==> src/gtb_pkg.sv <==
`default_nettype none
package gtb_pkg;

  localparam int ROWS = 32;
  localparam int VW   = 5;
  localparam int PW   = 6;

  typedef enum logic [1:0] {
    OP_WRITE = 2'd0,
    OP_BFS   = 2'd1,
    OP_DFS   = 2'd2,
    OP_NONE  = 2'd3
  } op_t;

  typedef enum logic [2:0] {
    ST_IDLE,
    ST_BFS_READ,
    ST_BFS_LOAD,
    ST_BFS_SCAN,
    ST_DFS_SCAN,
    ST_DFS_LOAD,
    ST_FLUSH
  } state_t;

  typedef struct packed {
    logic wr_row;
    logic start_bfs;
    logic start_dfs;
    logic set_bad;
    logic rd_head;
    logic load_bfs;
    logic push_bfs;
    logic push_dfs;
    logic pop_rd;
    logic pop_load;
    logic flush;
  } cmd_t;

  typedef struct packed {
    logic bad_start;
    logic cand_any;
    logic queue_empty;
    logic stack_empty;
    logic emit_ok;
    logic out_free;
    logic pend_valid;
  } sts_t;

  function automatic logic [VW-1:0] lowest_bit(input logic [ROWS-1:0] v);
    logic [VW-1:0] r;
    r = '0;
    for (int i = ROWS - 1; i >= 0; i--) begin
      if (v[i]) r = VW'(i);
    end
    return r;
  endfunction

endpackage
`default_nettype wire

==> src/gtb_in_if.sv <==
`default_nettype none
interface gtb_in_if;
  logic        valid;
  logic        ready;
  logic [1:0]  operation;
  logic [4:0]  row_index;
  logic [31:0] row_bits;
  logic [4:0]  start_vertex;
  modport source (output valid, operation, row_index, row_bits, start_vertex, input ready);
  modport sink   (input valid, operation, row_index, row_bits, start_vertex, output ready);
endinterface
`default_nettype wire

==> src/gtb_out_if.sv <==
`default_nettype none
interface gtb_out_if;
  logic       valid;
  logic       ready;
  logic [4:0] vertex;
  logic       last;
  logic       bad_start;
  modport source (output valid, vertex, last, bad_start, input ready);
  modport sink   (input valid, vertex, last, bad_start, output ready);
endinterface
`default_nettype wire

==> src/gtb_ctrl.sv <==
`default_nettype none
module gtb_ctrl (
  input  wire logic          clk,
  input  wire logic          rst_n,
  input  wire logic          in_valid,
  input  wire logic [1:0]    in_op,
  output logic               in_ready,
  input  wire gtb_pkg::sts_t sts,
  output gtb_pkg::cmd_t      cmd
);

  gtb_pkg::state_t state_r, state_nxt;
  gtb_pkg::op_t    op;

  assign op = gtb_pkg::op_t'(in_op);

  always_ff @(posedge clk) begin
    if (!rst_n) begin
      state_r <= gtb_pkg::ST_IDLE;
    end else begin
      state_r <= state_nxt;
    end
  end

  always_comb begin
    state_nxt = state_r;
    cmd       = '0;
    in_ready  = 1'b0;
    case (state_r)
      gtb_pkg::ST_IDLE: begin
        in_ready = 1'b1;
        if (in_valid) begin
          case (op)
            gtb_pkg::OP_WRITE: cmd.wr_row = 1'b1;
            gtb_pkg::OP_BFS, gtb_pkg::OP_DFS: begin
              if (sts.bad_start) begin
                cmd.set_bad = 1'b1;
                state_nxt   = gtb_pkg::ST_FLUSH;
              end else if (op == gtb_pkg::OP_BFS) begin
                cmd.start_bfs = 1'b1;
                state_nxt     = gtb_pkg::ST_BFS_READ;
              end else begin
                cmd.start_dfs = 1'b1;
                state_nxt     = gtb_pkg::ST_DFS_SCAN;
              end
            end
            default: ;
          endcase
        end
      end
      gtb_pkg::ST_BFS_READ: begin
        cmd.rd_head = 1'b1;
        state_nxt   = gtb_pkg::ST_BFS_LOAD;
      end
      gtb_pkg::ST_BFS_LOAD: begin
        if (sts.emit_ok) begin
          cmd.load_bfs = 1'b1;
          state_nxt    = gtb_pkg::ST_BFS_SCAN;
        end
      end
      gtb_pkg::ST_BFS_SCAN: begin
        if (sts.cand_any) begin
          cmd.push_bfs = 1'b1;
        end else if (sts.queue_empty) begin
          state_nxt = gtb_pkg::ST_FLUSH;
        end else begin
          state_nxt = gtb_pkg::ST_BFS_READ;
        end
      end
      gtb_pkg::ST_DFS_SCAN: begin
        if (sts.cand_any) begin
          if (sts.emit_ok) cmd.push_dfs = 1'b1;
        end else if (sts.stack_empty) begin
          state_nxt = gtb_pkg::ST_FLUSH;
        end else begin
          cmd.pop_rd = 1'b1;
          state_nxt  = gtb_pkg::ST_DFS_LOAD;
        end
      end
      gtb_pkg::ST_DFS_LOAD: begin
        cmd.pop_load = 1'b1;
        state_nxt    = gtb_pkg::ST_DFS_SCAN;
      end
      gtb_pkg::ST_FLUSH: begin
        if (sts.out_free) begin
          cmd.flush = 1'b1;
          state_nxt = gtb_pkg::ST_IDLE;
        end
      end
      default: state_nxt = gtb_pkg::ST_IDLE;
    endcase
  end

endmodule
`default_nettype wire

==> src/gtb_dp.sv <==
`default_nettype none
module gtb_dp #(
  parameter int NODES = 32
) (
  input  wire logic          clk,
  input  wire logic          rst_n,
  input  wire logic          cfg_we,
  input  wire logic [5:0]    cfg_data,
  input  wire logic [4:0]    in_row_index,
  input  wire logic [31:0]   in_row_bits,
  input  wire logic [4:0]    in_start_vertex,
  input  wire gtb_pkg::cmd_t cmd,
  output gtb_pkg::sts_t      sts,
  input  wire logic          out_ready,
  output logic               out_valid,
  output logic [4:0]         out_vertex,
  output logic               out_last,
  output logic               out_bad_start
);

  localparam int CAP = (NODES < gtb_pkg::ROWS) ? NODES : gtb_pkg::ROWS;

  logic [gtb_pkg::ROWS-1:0] adj_r [gtb_pkg::ROWS];
  logic [gtb_pkg::VW-1:0]   ord_mem [gtb_pkg::ROWS];
  logic [gtb_pkg::VW-1:0]   rd_r;
  logic [gtb_pkg::ROWS-1:0] vis_r;
  logic [gtb_pkg::PW-1:0]   head_r, tail_r, vc_r, eff;
  logic [gtb_pkg::VW-1:0]   cur_r;
  logic                     pend_valid_r, pend_bad_r;
  logic [gtb_pkg::VW-1:0]   pend_v_r;
  logic                     out_valid_r, out_last_r, out_bad_r;
  logic [gtb_pkg::VW-1:0]   out_v_r;

  logic [gtb_pkg::ROWS-1:0] mask, cand;
  logic [gtb_pkg::VW-1:0]   low, emit_v, wa, wd, ra;
  logic                     emit_now, mem_we, mem_re, out_free;

  assign eff = (vc_r > gtb_pkg::PW'(CAP)) ? gtb_pkg::PW'(CAP) : vc_r;

  always_comb begin
    for (int i = 0; i < gtb_pkg::ROWS; i++) begin
      mask[i] = (gtb_pkg::PW'(i) < eff);
    end
  end

  assign cand = adj_r[cur_r] & ~vis_r & mask;
  assign low  = gtb_pkg::lowest_bit(cand);

  assign emit_now = cmd.load_bfs | cmd.start_dfs | cmd.push_dfs;
  assign emit_v   = cmd.load_bfs ? rd_r : (cmd.start_dfs ? in_start_vertex : low);

  // queue for breadth-first, stack for depth-first
  always_comb begin
    mem_we = cmd.start_bfs | cmd.push_bfs | cmd.push_dfs;
    wa     = tail_r[gtb_pkg::VW-1:0];
    wd     = cmd.push_dfs ? cur_r : low;
    if (cmd.start_bfs) begin
      wa = '0;
      wd = in_start_vertex;
    end
    mem_re = cmd.rd_head | cmd.pop_rd;
    ra     = cmd.rd_head ? head_r[gtb_pkg::VW-1:0]
                         : gtb_pkg::VW'(tail_r - gtb_pkg::PW'(1));
  end

  always_ff @(posedge clk) begin
    if (mem_we) ord_mem[wa] <= wd;
    if (mem_re) rd_r <= ord_mem[ra];
  end

  always_ff @(posedge clk) begin
    if (!rst_n) begin
      for (int i = 0; i < gtb_pkg::ROWS; i++) adj_r[i] <= '0;
    end else if (cmd.wr_row && (int'(in_row_index) < NODES)) begin
      adj_r[in_row_index] <= in_row_bits;
    end
  end

  assign out_free = !out_valid_r || out_ready;

  always_ff @(posedge clk) begin
    if (!rst_n) begin
      vc_r         <= gtb_pkg::PW'(32);
      vis_r        <= '0;
      head_r       <= '0;
      tail_r       <= '0;
      pend_valid_r <= 1'b0;
      out_valid_r  <= 1'b0;
    end else begin
      if (cfg_we) vc_r <= cfg_data;
      if (cmd.start_bfs || cmd.start_dfs) begin
        vis_r  <= {{(gtb_pkg::ROWS-1){1'b0}}, 1'b1} << in_start_vertex;
        head_r <= '0;
        tail_r <= cmd.start_bfs ? gtb_pkg::PW'(1) : '0;
      end
      if (cmd.start_dfs) cur_r <= in_start_vertex;
      if (cmd.load_bfs) begin
        cur_r  <= rd_r;
        head_r <= head_r + gtb_pkg::PW'(1);
      end
      if (cmd.push_bfs || cmd.push_dfs) begin
        vis_r[low] <= 1'b1;
        tail_r     <= tail_r + gtb_pkg::PW'(1);
      end
      if (cmd.push_dfs) cur_r <= low;
      if (cmd.pop_rd) tail_r <= tail_r - gtb_pkg::PW'(1);
      if (cmd.pop_load) cur_r <= rd_r;

      // pending result held back one step so the final one can carry last
      if (emit_now) begin
        if (pend_valid_r) begin
          out_valid_r <= 1'b1;
          out_v_r     <= pend_v_r;
          out_last_r  <= 1'b0;
          out_bad_r   <= pend_bad_r;
        end else if (out_ready) begin
          out_valid_r <= 1'b0;
        end
        pend_valid_r <= 1'b1;
        pend_v_r     <= emit_v;
        pend_bad_r   <= 1'b0;
      end else if (cmd.flush) begin
        out_valid_r  <= 1'b1;
        out_v_r      <= pend_v_r;
        out_last_r   <= 1'b1;
        out_bad_r    <= pend_bad_r;
        pend_valid_r <= 1'b0;
      end else begin
        if (out_ready) out_valid_r <= 1'b0;
        if (cmd.set_bad) begin
          pend_valid_r <= 1'b1;
          pend_v_r     <= '0;
          pend_bad_r   <= 1'b1;
        end
      end
    end
  end

  always_comb begin
    sts.bad_start   = ({1'b0, in_start_vertex} >= eff);
    sts.cand_any    = |cand;
    sts.queue_empty = (head_r == tail_r);
    sts.stack_empty = (tail_r == '0);
    sts.emit_ok     = !pend_valid_r || out_free;
    sts.out_free    = out_free;
    sts.pend_valid  = pend_valid_r;
  end

  assign out_valid     = out_valid_r;
  assign out_vertex    = out_v_r;
  assign out_last      = out_last_r;
  assign out_bad_start = out_bad_r;

endmodule
`default_nettype wire

==> src/graph_traversal_bfs_dfs_top.sv <==
`default_nettype none
// channel   dir  payload                                           accepted when
// in_ch     in   operation, row_index, row_bits, start_vertex      valid && ready
// out_ch    out  vertex, last, bad_start                           valid && ready
// cfg       in   cfg_data (vertex_count)                           cfg_we
//
// a row write is stored as it is accepted; breadth-first spends a head read, a load,
// a closing scan and an enqueue per reached vertex, depth-first a push, a pop read and a
// reload, plus the accept and flush steps; the scan finds one candidate a cycle unless DFS output stalls
// synchronous active-low reset clears the adjacency rows, control and output register
// in_ch is taken only between traversals; results stall on out_ch.ready without loss

module graph_traversal_bfs_dfs_top #(
  parameter int NODES = 32
) (
  input  wire logic  clk,
  input  wire logic  rst_n,
  gtb_in_if.sink     in_ch,
  gtb_out_if.source  out_ch,
  input  wire logic       cfg_we,
  input  wire logic [5:0] cfg_data
);

  gtb_pkg::cmd_t cmd;
  gtb_pkg::sts_t sts;

  gtb_ctrl u_ctrl (
    .clk      (clk),
    .rst_n    (rst_n),
    .in_valid (in_ch.valid),
    .in_op    (in_ch.operation),
    .in_ready (in_ch.ready),
    .sts      (sts),
    .cmd      (cmd)
  );

  gtb_dp #(.NODES(NODES)) u_dp (
    .clk             (clk),
    .rst_n           (rst_n),
    .cfg_we          (cfg_we),
    .cfg_data        (cfg_data),
    .in_row_index    (in_ch.row_index),
    .in_row_bits     (in_ch.row_bits),
    .in_start_vertex (in_ch.start_vertex),
    .cmd             (cmd),
    .sts             (sts),
    .out_ready       (out_ch.ready),
    .out_valid       (out_ch.valid),
    .out_vertex      (out_ch.vertex),
    .out_last        (out_ch.last),
    .out_bad_start   (out_ch.bad_start)
  );

`ifndef SYNTHESIS
  a_idle_no_pending: assert property (@(posedge clk) disable iff (!rst_n)
    in_ch.ready |-> !sts.pend_valid) else $error("pending item while idle");
  a_push_has_cand: assert property (@(posedge clk) disable iff (!rst_n)
    (cmd.push_bfs || cmd.push_dfs) |-> sts.cand_any) else $error("push without candidate");
  a_one_cmd: assert property (@(posedge clk) disable iff (!rst_n)
    $onehot0(cmd)) else $error("more than one command");
  a_flush_done: assert property (@(posedge clk) disable iff (!rst_n)
    cmd.flush |=> (out_ch.valid && out_ch.last)) else $error("flush gave no last item");
`endif

endmodule
`default_nettype wire

==> src/flat_wrapper.sv <==
// flat-port wrapper written by rule: the top's interface ports become plain ports
module graph_traversal_bfs_dfs_top_flat 
#(
  parameter int NODES = 32
)
  (clk, rst_n, cfg_we, cfg_data, in_ch_valid, in_ch_operation, in_ch_row_index, in_ch_row_bits, in_ch_start_vertex, in_ch_ready, out_ch_valid, out_ch_vertex, out_ch_last, out_ch_bad_start, out_ch_ready);
  gtb_in_if in_ch_i ();
  gtb_out_if out_ch_i ();
  input  wire logic clk;
  input  wire logic rst_n;
  input  wire logic cfg_we;
  input  wire logic [5:0] cfg_data;
  input wire logic [$bits(in_ch_i.valid)-1:0] in_ch_valid;
  input wire logic [$bits(in_ch_i.operation)-1:0] in_ch_operation;
  input wire logic [$bits(in_ch_i.row_index)-1:0] in_ch_row_index;
  input wire logic [$bits(in_ch_i.row_bits)-1:0] in_ch_row_bits;
  input wire logic [$bits(in_ch_i.start_vertex)-1:0] in_ch_start_vertex;
  output wire logic [$bits(in_ch_i.ready)-1:0] in_ch_ready;
  output wire logic [$bits(out_ch_i.valid)-1:0] out_ch_valid;
  output wire logic [$bits(out_ch_i.vertex)-1:0] out_ch_vertex;
  output wire logic [$bits(out_ch_i.last)-1:0] out_ch_last;
  output wire logic [$bits(out_ch_i.bad_start)-1:0] out_ch_bad_start;
  input wire logic [$bits(out_ch_i.ready)-1:0] out_ch_ready;
  assign in_ch_i.valid = in_ch_valid;
  assign in_ch_i.operation = in_ch_operation;
  assign in_ch_i.row_index = in_ch_row_index;
  assign in_ch_i.row_bits = in_ch_row_bits;
  assign in_ch_i.start_vertex = in_ch_start_vertex;
  assign in_ch_ready = in_ch_i.ready;
  assign out_ch_valid = out_ch_i.valid;
  assign out_ch_vertex = out_ch_i.vertex;
  assign out_ch_last = out_ch_i.last;
  assign out_ch_bad_start = out_ch_i.bad_start;
  assign out_ch_i.ready = out_ch_ready;
  graph_traversal_bfs_dfs_top #(.NODES(NODES)) u_core (.clk(clk), .rst_n(rst_n), .in_ch(in_ch_i), .out_ch(out_ch_i), .cfg_we(cfg_we), .cfg_data(cfg_data));
endmodule
==> config.mk <==
export PLATFORM = sky130hd
export DESIGN_NAME = graph_traversal_bfs_dfs_top_flat
export DESIGN_NICKNAME = d
export VERILOG_FILES = /design/src/gtb_pkg.sv /design/src/gtb_in_if.sv /design/src/gtb_out_if.sv /design/src/gtb_ctrl.sv /design/src/gtb_dp.sv /design/src/graph_traversal_bfs_dfs_top.sv /design/src/flat_wrapper.sv
export SDC_FILE = /design/constraint.sdc
export NUM_CORES = 2
export LEC_CHECK = 0
export CAP_MARGIN = 30
export CELL_PAD_IN_SITES_DETAIL_PLACEMENT = 0
export CELL_PAD_IN_SITES_GLOBAL_PLACEMENT = 1
export CORE_MARGIN = 1.5
export CORE_UTILIZATION = 61
export CTS_BUF_LIST = sky130_fd_sc_hd__clkbuf_2 sky130_fd_sc_hd__clkbuf_4 sky130_fd_sc_hd__clkbuf_8
export DETAILED_ROUTE_END_ITERATION = 10
export DONT_BUFFER_PORTS = 1
export PLACE_DENSITY = 0.95
export SYNTH_ARGS = -nofsm -noshare
export SYNTH_HDL_FRONTEND = slang
export SYNTH_HIERARCHICAL = 1
export SYNTH_SLANG_ARGS = --single-unit
==> constraint.sdc <==
create_clock -name clk -period 14 [get_ports clk]
set_input_delay 0 -clock clk [delete_from_list [all_inputs] [get_ports clk]]
set_output_delay 0 -clock clk [all_outputs]
set_load 0.01 [all_outputs]
Yosys cells after proc, flatten, opt, wreduce, memory -nomap -nowiden

Memory sizes are Yosys's and may differ from the RTL's. A register that Yosys moved wholly into a read port is not among the register bits.
Index checks and enable logic that the tools add are counted.

Register bits after elaboration: 73
RAM bits: 1184
Input bits: 55
Output and inout port bits: 9
Word-level logic and storage cells: 220
Memories: 2

Memory list:

| memory              | words | width | rd ports | clocked after Yosys merged registers in | wr ports | RTL line     | source |
|---|---|---|---|---|---|---|---|
| u_core.u_dp.adj_r   | 32    | 32    | 1        | 1                                       | 32       | gtb_dp.sv:23 | `logic [gtb_pkg::ROWS-1:0] adj_r [gtb_pkg::ROWS];` |
| u_core.u_dp.ord_mem | 32    | 5     | 1        | 1                                       | 1        | gtb_dp.sv:24 | `logic [gtb_pkg::VW-1:0] ord_mem [gtb_pkg::ROWS];` |

Add/subtract/negate cells: 3
$lt $le $gt $ge: 36
Equality and inequality tests: 17
Shift-type cells: 1
Mux-type cells: 116
Bitwise logic cells: 9
Reductions and logical operators: 23

Operator list:

| operator               | number |
|---|---|
| $mux W5                | 50 |
| $mux W32               | 4 |
| $lt A5 B6 Y1 const A   | 16 |
| $and A32 B32 Y32       | 2 |
| $reduce_or A32 Y1      | 2 |
| $lt A4 B6 Y1 const A   | 8 |
| $mux W1                | 39 |
| $mux W6                | 6 |
| $not A32 Y32           | 1 |
| $or A32 B32 Y32        | 1 |
| $shl A1 B5 Y32 const A | 1 |
| $mux W3                | 10 |
| $lt A3 B6 Y1 const A   | 4 |
| $pmux W3 S7            | 1 |
| $add A6 B1 Y6 const B  | 2 |
| $lt A1 B6 Y1 const A   | 2 |
| $lt A2 B6 Y1 const A   | 2 |
| $ne A2 B2 Y1 const B   | 6 |
| $eq A3 B3 Y1 const B   | 3 |
| $mux W4                | 2 |
| $eq A3 B2 Y1 const B   | 2 |
| $eq A6 B6 Y1           | 1 |
| $ge A5 B6 Y1           | 1 |
| $gt A6 B6 Y1 const B   | 1 |
| 23 further kinds       | 38 |

Logic depth before layout (Yosys ltp)

Depth in word-level cells: 42
Gate-level depth with buffers: 23

By module

Netlist, hierarchy kept.

Modules (own cells, without submodules):

| module   | times used | cells an instance | area each (µm²) | sequential area each (µm²) |
|---|---|---|---|---|
| gtb_dp   | 1          | 3985              | 58546.2         | 37385.9 |
| gtb_ctrl | 1          | 55                | 425.4           | 60.1 |

Least setup slack after synthesis

OpenSTA, ideal clock, no wires.

Path kind: register -> register
Start point: reg (tool-made name)
End point: mem u_core/u_dp/ord_mem[0][1] (netlist bit), data pin
Data arrival time: 4748 ps
Slack: 8798 ps
Stages on the path, launching flop included: 20
Path buffers: 7
Clock period less this slack: 5202 ps
Cells stage by stage: dfxtp_1 buf_6 buf_12 buf_12 buf_12 buf_12 buf_12 mux4_1 mux2i_1 mux4_2 o22ai_1 nor3_4 nand2_2 nor2_1 nand2_1 nor3b_1 and2_1 clkbuf_1 o31ai_1 o21ai_0

RTL lines:

| item             | RTL line |
|---|---|
| end: declaration | gtb_dp.sv:24 |

==> metrics.yaml <==
status: "completed"
die_x_um: 314
multi_input_area_sq_um: 20100
min_from: "in_ch_start_vertex[3]"
place.gp.congestion: 0.933
cts-resized-gates: 0
path_max_fanout: 36
fp-row-count: 113
r2r_setup_slack_ns: 6.33
die_area_sq_um: 98500
cts_buffer_depth: 3
yosysWarningCount: 6
drc: 0
grt_max_degree: 103
synth_area_sq_um: 59000
worst_r2r_endpoint: "u_core/u_dp/vis_r[1]$_SDFF_PN0_"
cts_num_sinks: 1267
worstRegToRegCells: 18
path_class: "flop to flop"
relSlewSlack: 0.259
seq_area_sq_um: 37500
max_cap_violations: 0
cts_tree: "built"
utilization: 0.681
grt_pass1_wl_mm: 235
cts_buffers: 195
fmax_mhz: 130
cp-end-kind: "flop"
drt_wl_total_mm: 161
slew_violations: 0
fin_tns_setup_ns: 0
final_hold_viol_count: 0
worstSkewPairLatency_ns: 0.89
postCtsHoldBufs: 84
grt_pass1_vias: 35900
first_iter_violations: 5114
hp-class: "input port to flop"
rsz0062_at_grt: "no"
cts-root-buf: "clkbuf_8"
cp_slowest_stage_delay_ns: 0.73
power_leakage_nw: 23.5
tightest_slew_ns: 1.11
syn_area_per_cell_sq_um: 14.6
arrival_ns: 8.44
dp_hpwl_mm: 91.9
power_density_nw_per_um2: 182
coreArea_sq_um: 95400
cp.required_ns: 14.77
postCtsSetupRepairBufs: 0
layout_worst_path_cycle_share: 0.548
start_kind: "flop"
worstHoldPathCells: 8
h-tree-depth: 4
track_usage: 0.330
cpMaxStageDelayCell: "dfxtp_4"
antenna_found_initial: 11
ant_nets: 0
grt_overflow: 0
viasPerCell: 6.58
layout-drive-gt1-share: 0.187
start_util: 0.618
synth_fp_nets: 4105
num_vias: 36100
path_clk_slew_ns: 0.06
syn-instance-count: 4039
pin_count: 64
vdd_drop_max_v: 0.000301
min_to: "u_core/u_ctrl/state_r[1]$_SDFFE_PN0P_"
area_growth_syn_to_layout_pct: 10.2
die_y_um: 314
routedWlPerCell_um: 29.3
critical_path.cell_chain: "buf_4 -> buf_4 -> mux4_1 -> mux2i_1 -> mux4_2 -> o22ai_1 -> nor3b_1 -> and4b_1 -> nand2_1 -> nor3b_1 -> and2_1 -> or2_2 -> nand2_1 -> inv_1 -> nand4_1 -> a21o_1 -> o41ai_1 -> dlygate4sd3_1"
setup_viol: 0
min_period_ns: 7.67
firstDrtPassIters: 6
fin_nets: 4138
fin_worst_skew_ns: 0.0490
n_fill_cell: 6177
port_buffers: 0
-- critical path, delay by kind of cell, from the launching register on --
| kind | cells | cell delay (ns) |
|---|---|---|
| mux | 3 | 1.67 |
| flops | 1 | 0.73 |
| simple gates | 8 | 2.56 |
| compound gates | 3 | 0.47 |
| buf+inv | 4 | 2.02 |
-- routing by layer --
metal	part of all wire	GRT usage	vias to the layer above
met5	0.00026	0	-
met4	0.043	0.148	6
met3	0.13	0.0800	486
met2	0.47	0.524	2564
met1	0.35	0.436	17900
li1	-	-	15100
-- final cells by class --
| class | count | area share |
|---|---|---|
| Clock buffer | 267 | 0.0500 |
| Tap cell | 1265 | 0.0244 |
| Timing Repair Buffer | 206 | 0.0310 |
| Antenna cell | 2 | 0.0000770 |
| Multi-Input combinational cell | 2378 | 0.310 |
| Sequential cell | 1267 | 0.576 |
| Clock inverter | 75 | 0.00685 |
| Inverter | 24 | 0.00141 |
-- registers in the layout, indices dropped and copies added, names as in the netlist, 6 cells and up, named ones only --
register	flops
u_core/u_dp/adj_r	1024
u_core/u_dp/tail_r	6
u_core/u_dp/vis_r	32
u_core/u_dp/ord_mem	160
u_core/u_dp/head_r	6
u_core/u_dp/vc_r	6
-- cells in the final DEF (no fill, tap or decap), types with 68 or more instances in the layout --
cell type      instances
nand2_1              156
dlygate4sd3_1         83
edfxtp_1            1207
clkbuf_8             199
a21oi_1               69
nor2_1               104
mux4_2               238
clkbuf_4              68
mux2i_1               91
buf_4                100
and2_1              1070
-- worst max-delay path by stage --
stage | endpoint | slack, ns
after detailed placement | u_core/u_dp/ord_mem[21][0]$_DFFE_PP_ | 6.83
after global placement | u_core/u_dp/ord_mem[12][0]$_DFFE_PP_ | 6.62
after floorplan | u_core/u_dp/ord_mem[0][1]$_DFFE_PP_ | 8.80
final | u_core/u_dp/vis_r[1]$_SDFF_PN0_ | 6.33
after global routing | u_core/u_dp/vis_r[1]$_SDFF_PN0_ | 6.01
after CTS | u_core/u_dp/vis_r[1]$_SDFF_PN0_ | 6.55
-- power breakdown --
part | internal (mW) | switching [mW]
Combinational | 1.52 | 2.60
Sequential | 4.58 | 0.158
Clock | 1.54 | 1.44
Total | 7.63 | 4.20
-- stage by stage --
| step | area (sq um) | power (mW) | hold WS, ns | instances | setup WS [ns] |
|---|---|---|---|---|---|
| final | 65000 | 11.8 | 0.0935 | 5484 | 6.33 |
| after global routing | 65000 | 12.2 | 0.0991 | 5484 | 6.01 |
| after detailed placement | 60100 | 8.74 | 0.124 | 5037 | 6.83 |
| after global placement | 60100 | 8.67 | 0.120 | 5034 | 6.62 |
| after floorplan | 59000 | 7.60 | 0.126 | 4039 | 8.80 |
| after CTS | 64700 | 11.8 | 0.0331 | 5463 | 6.55 |
Note: power is estimated with default switching activity, not from simulation.
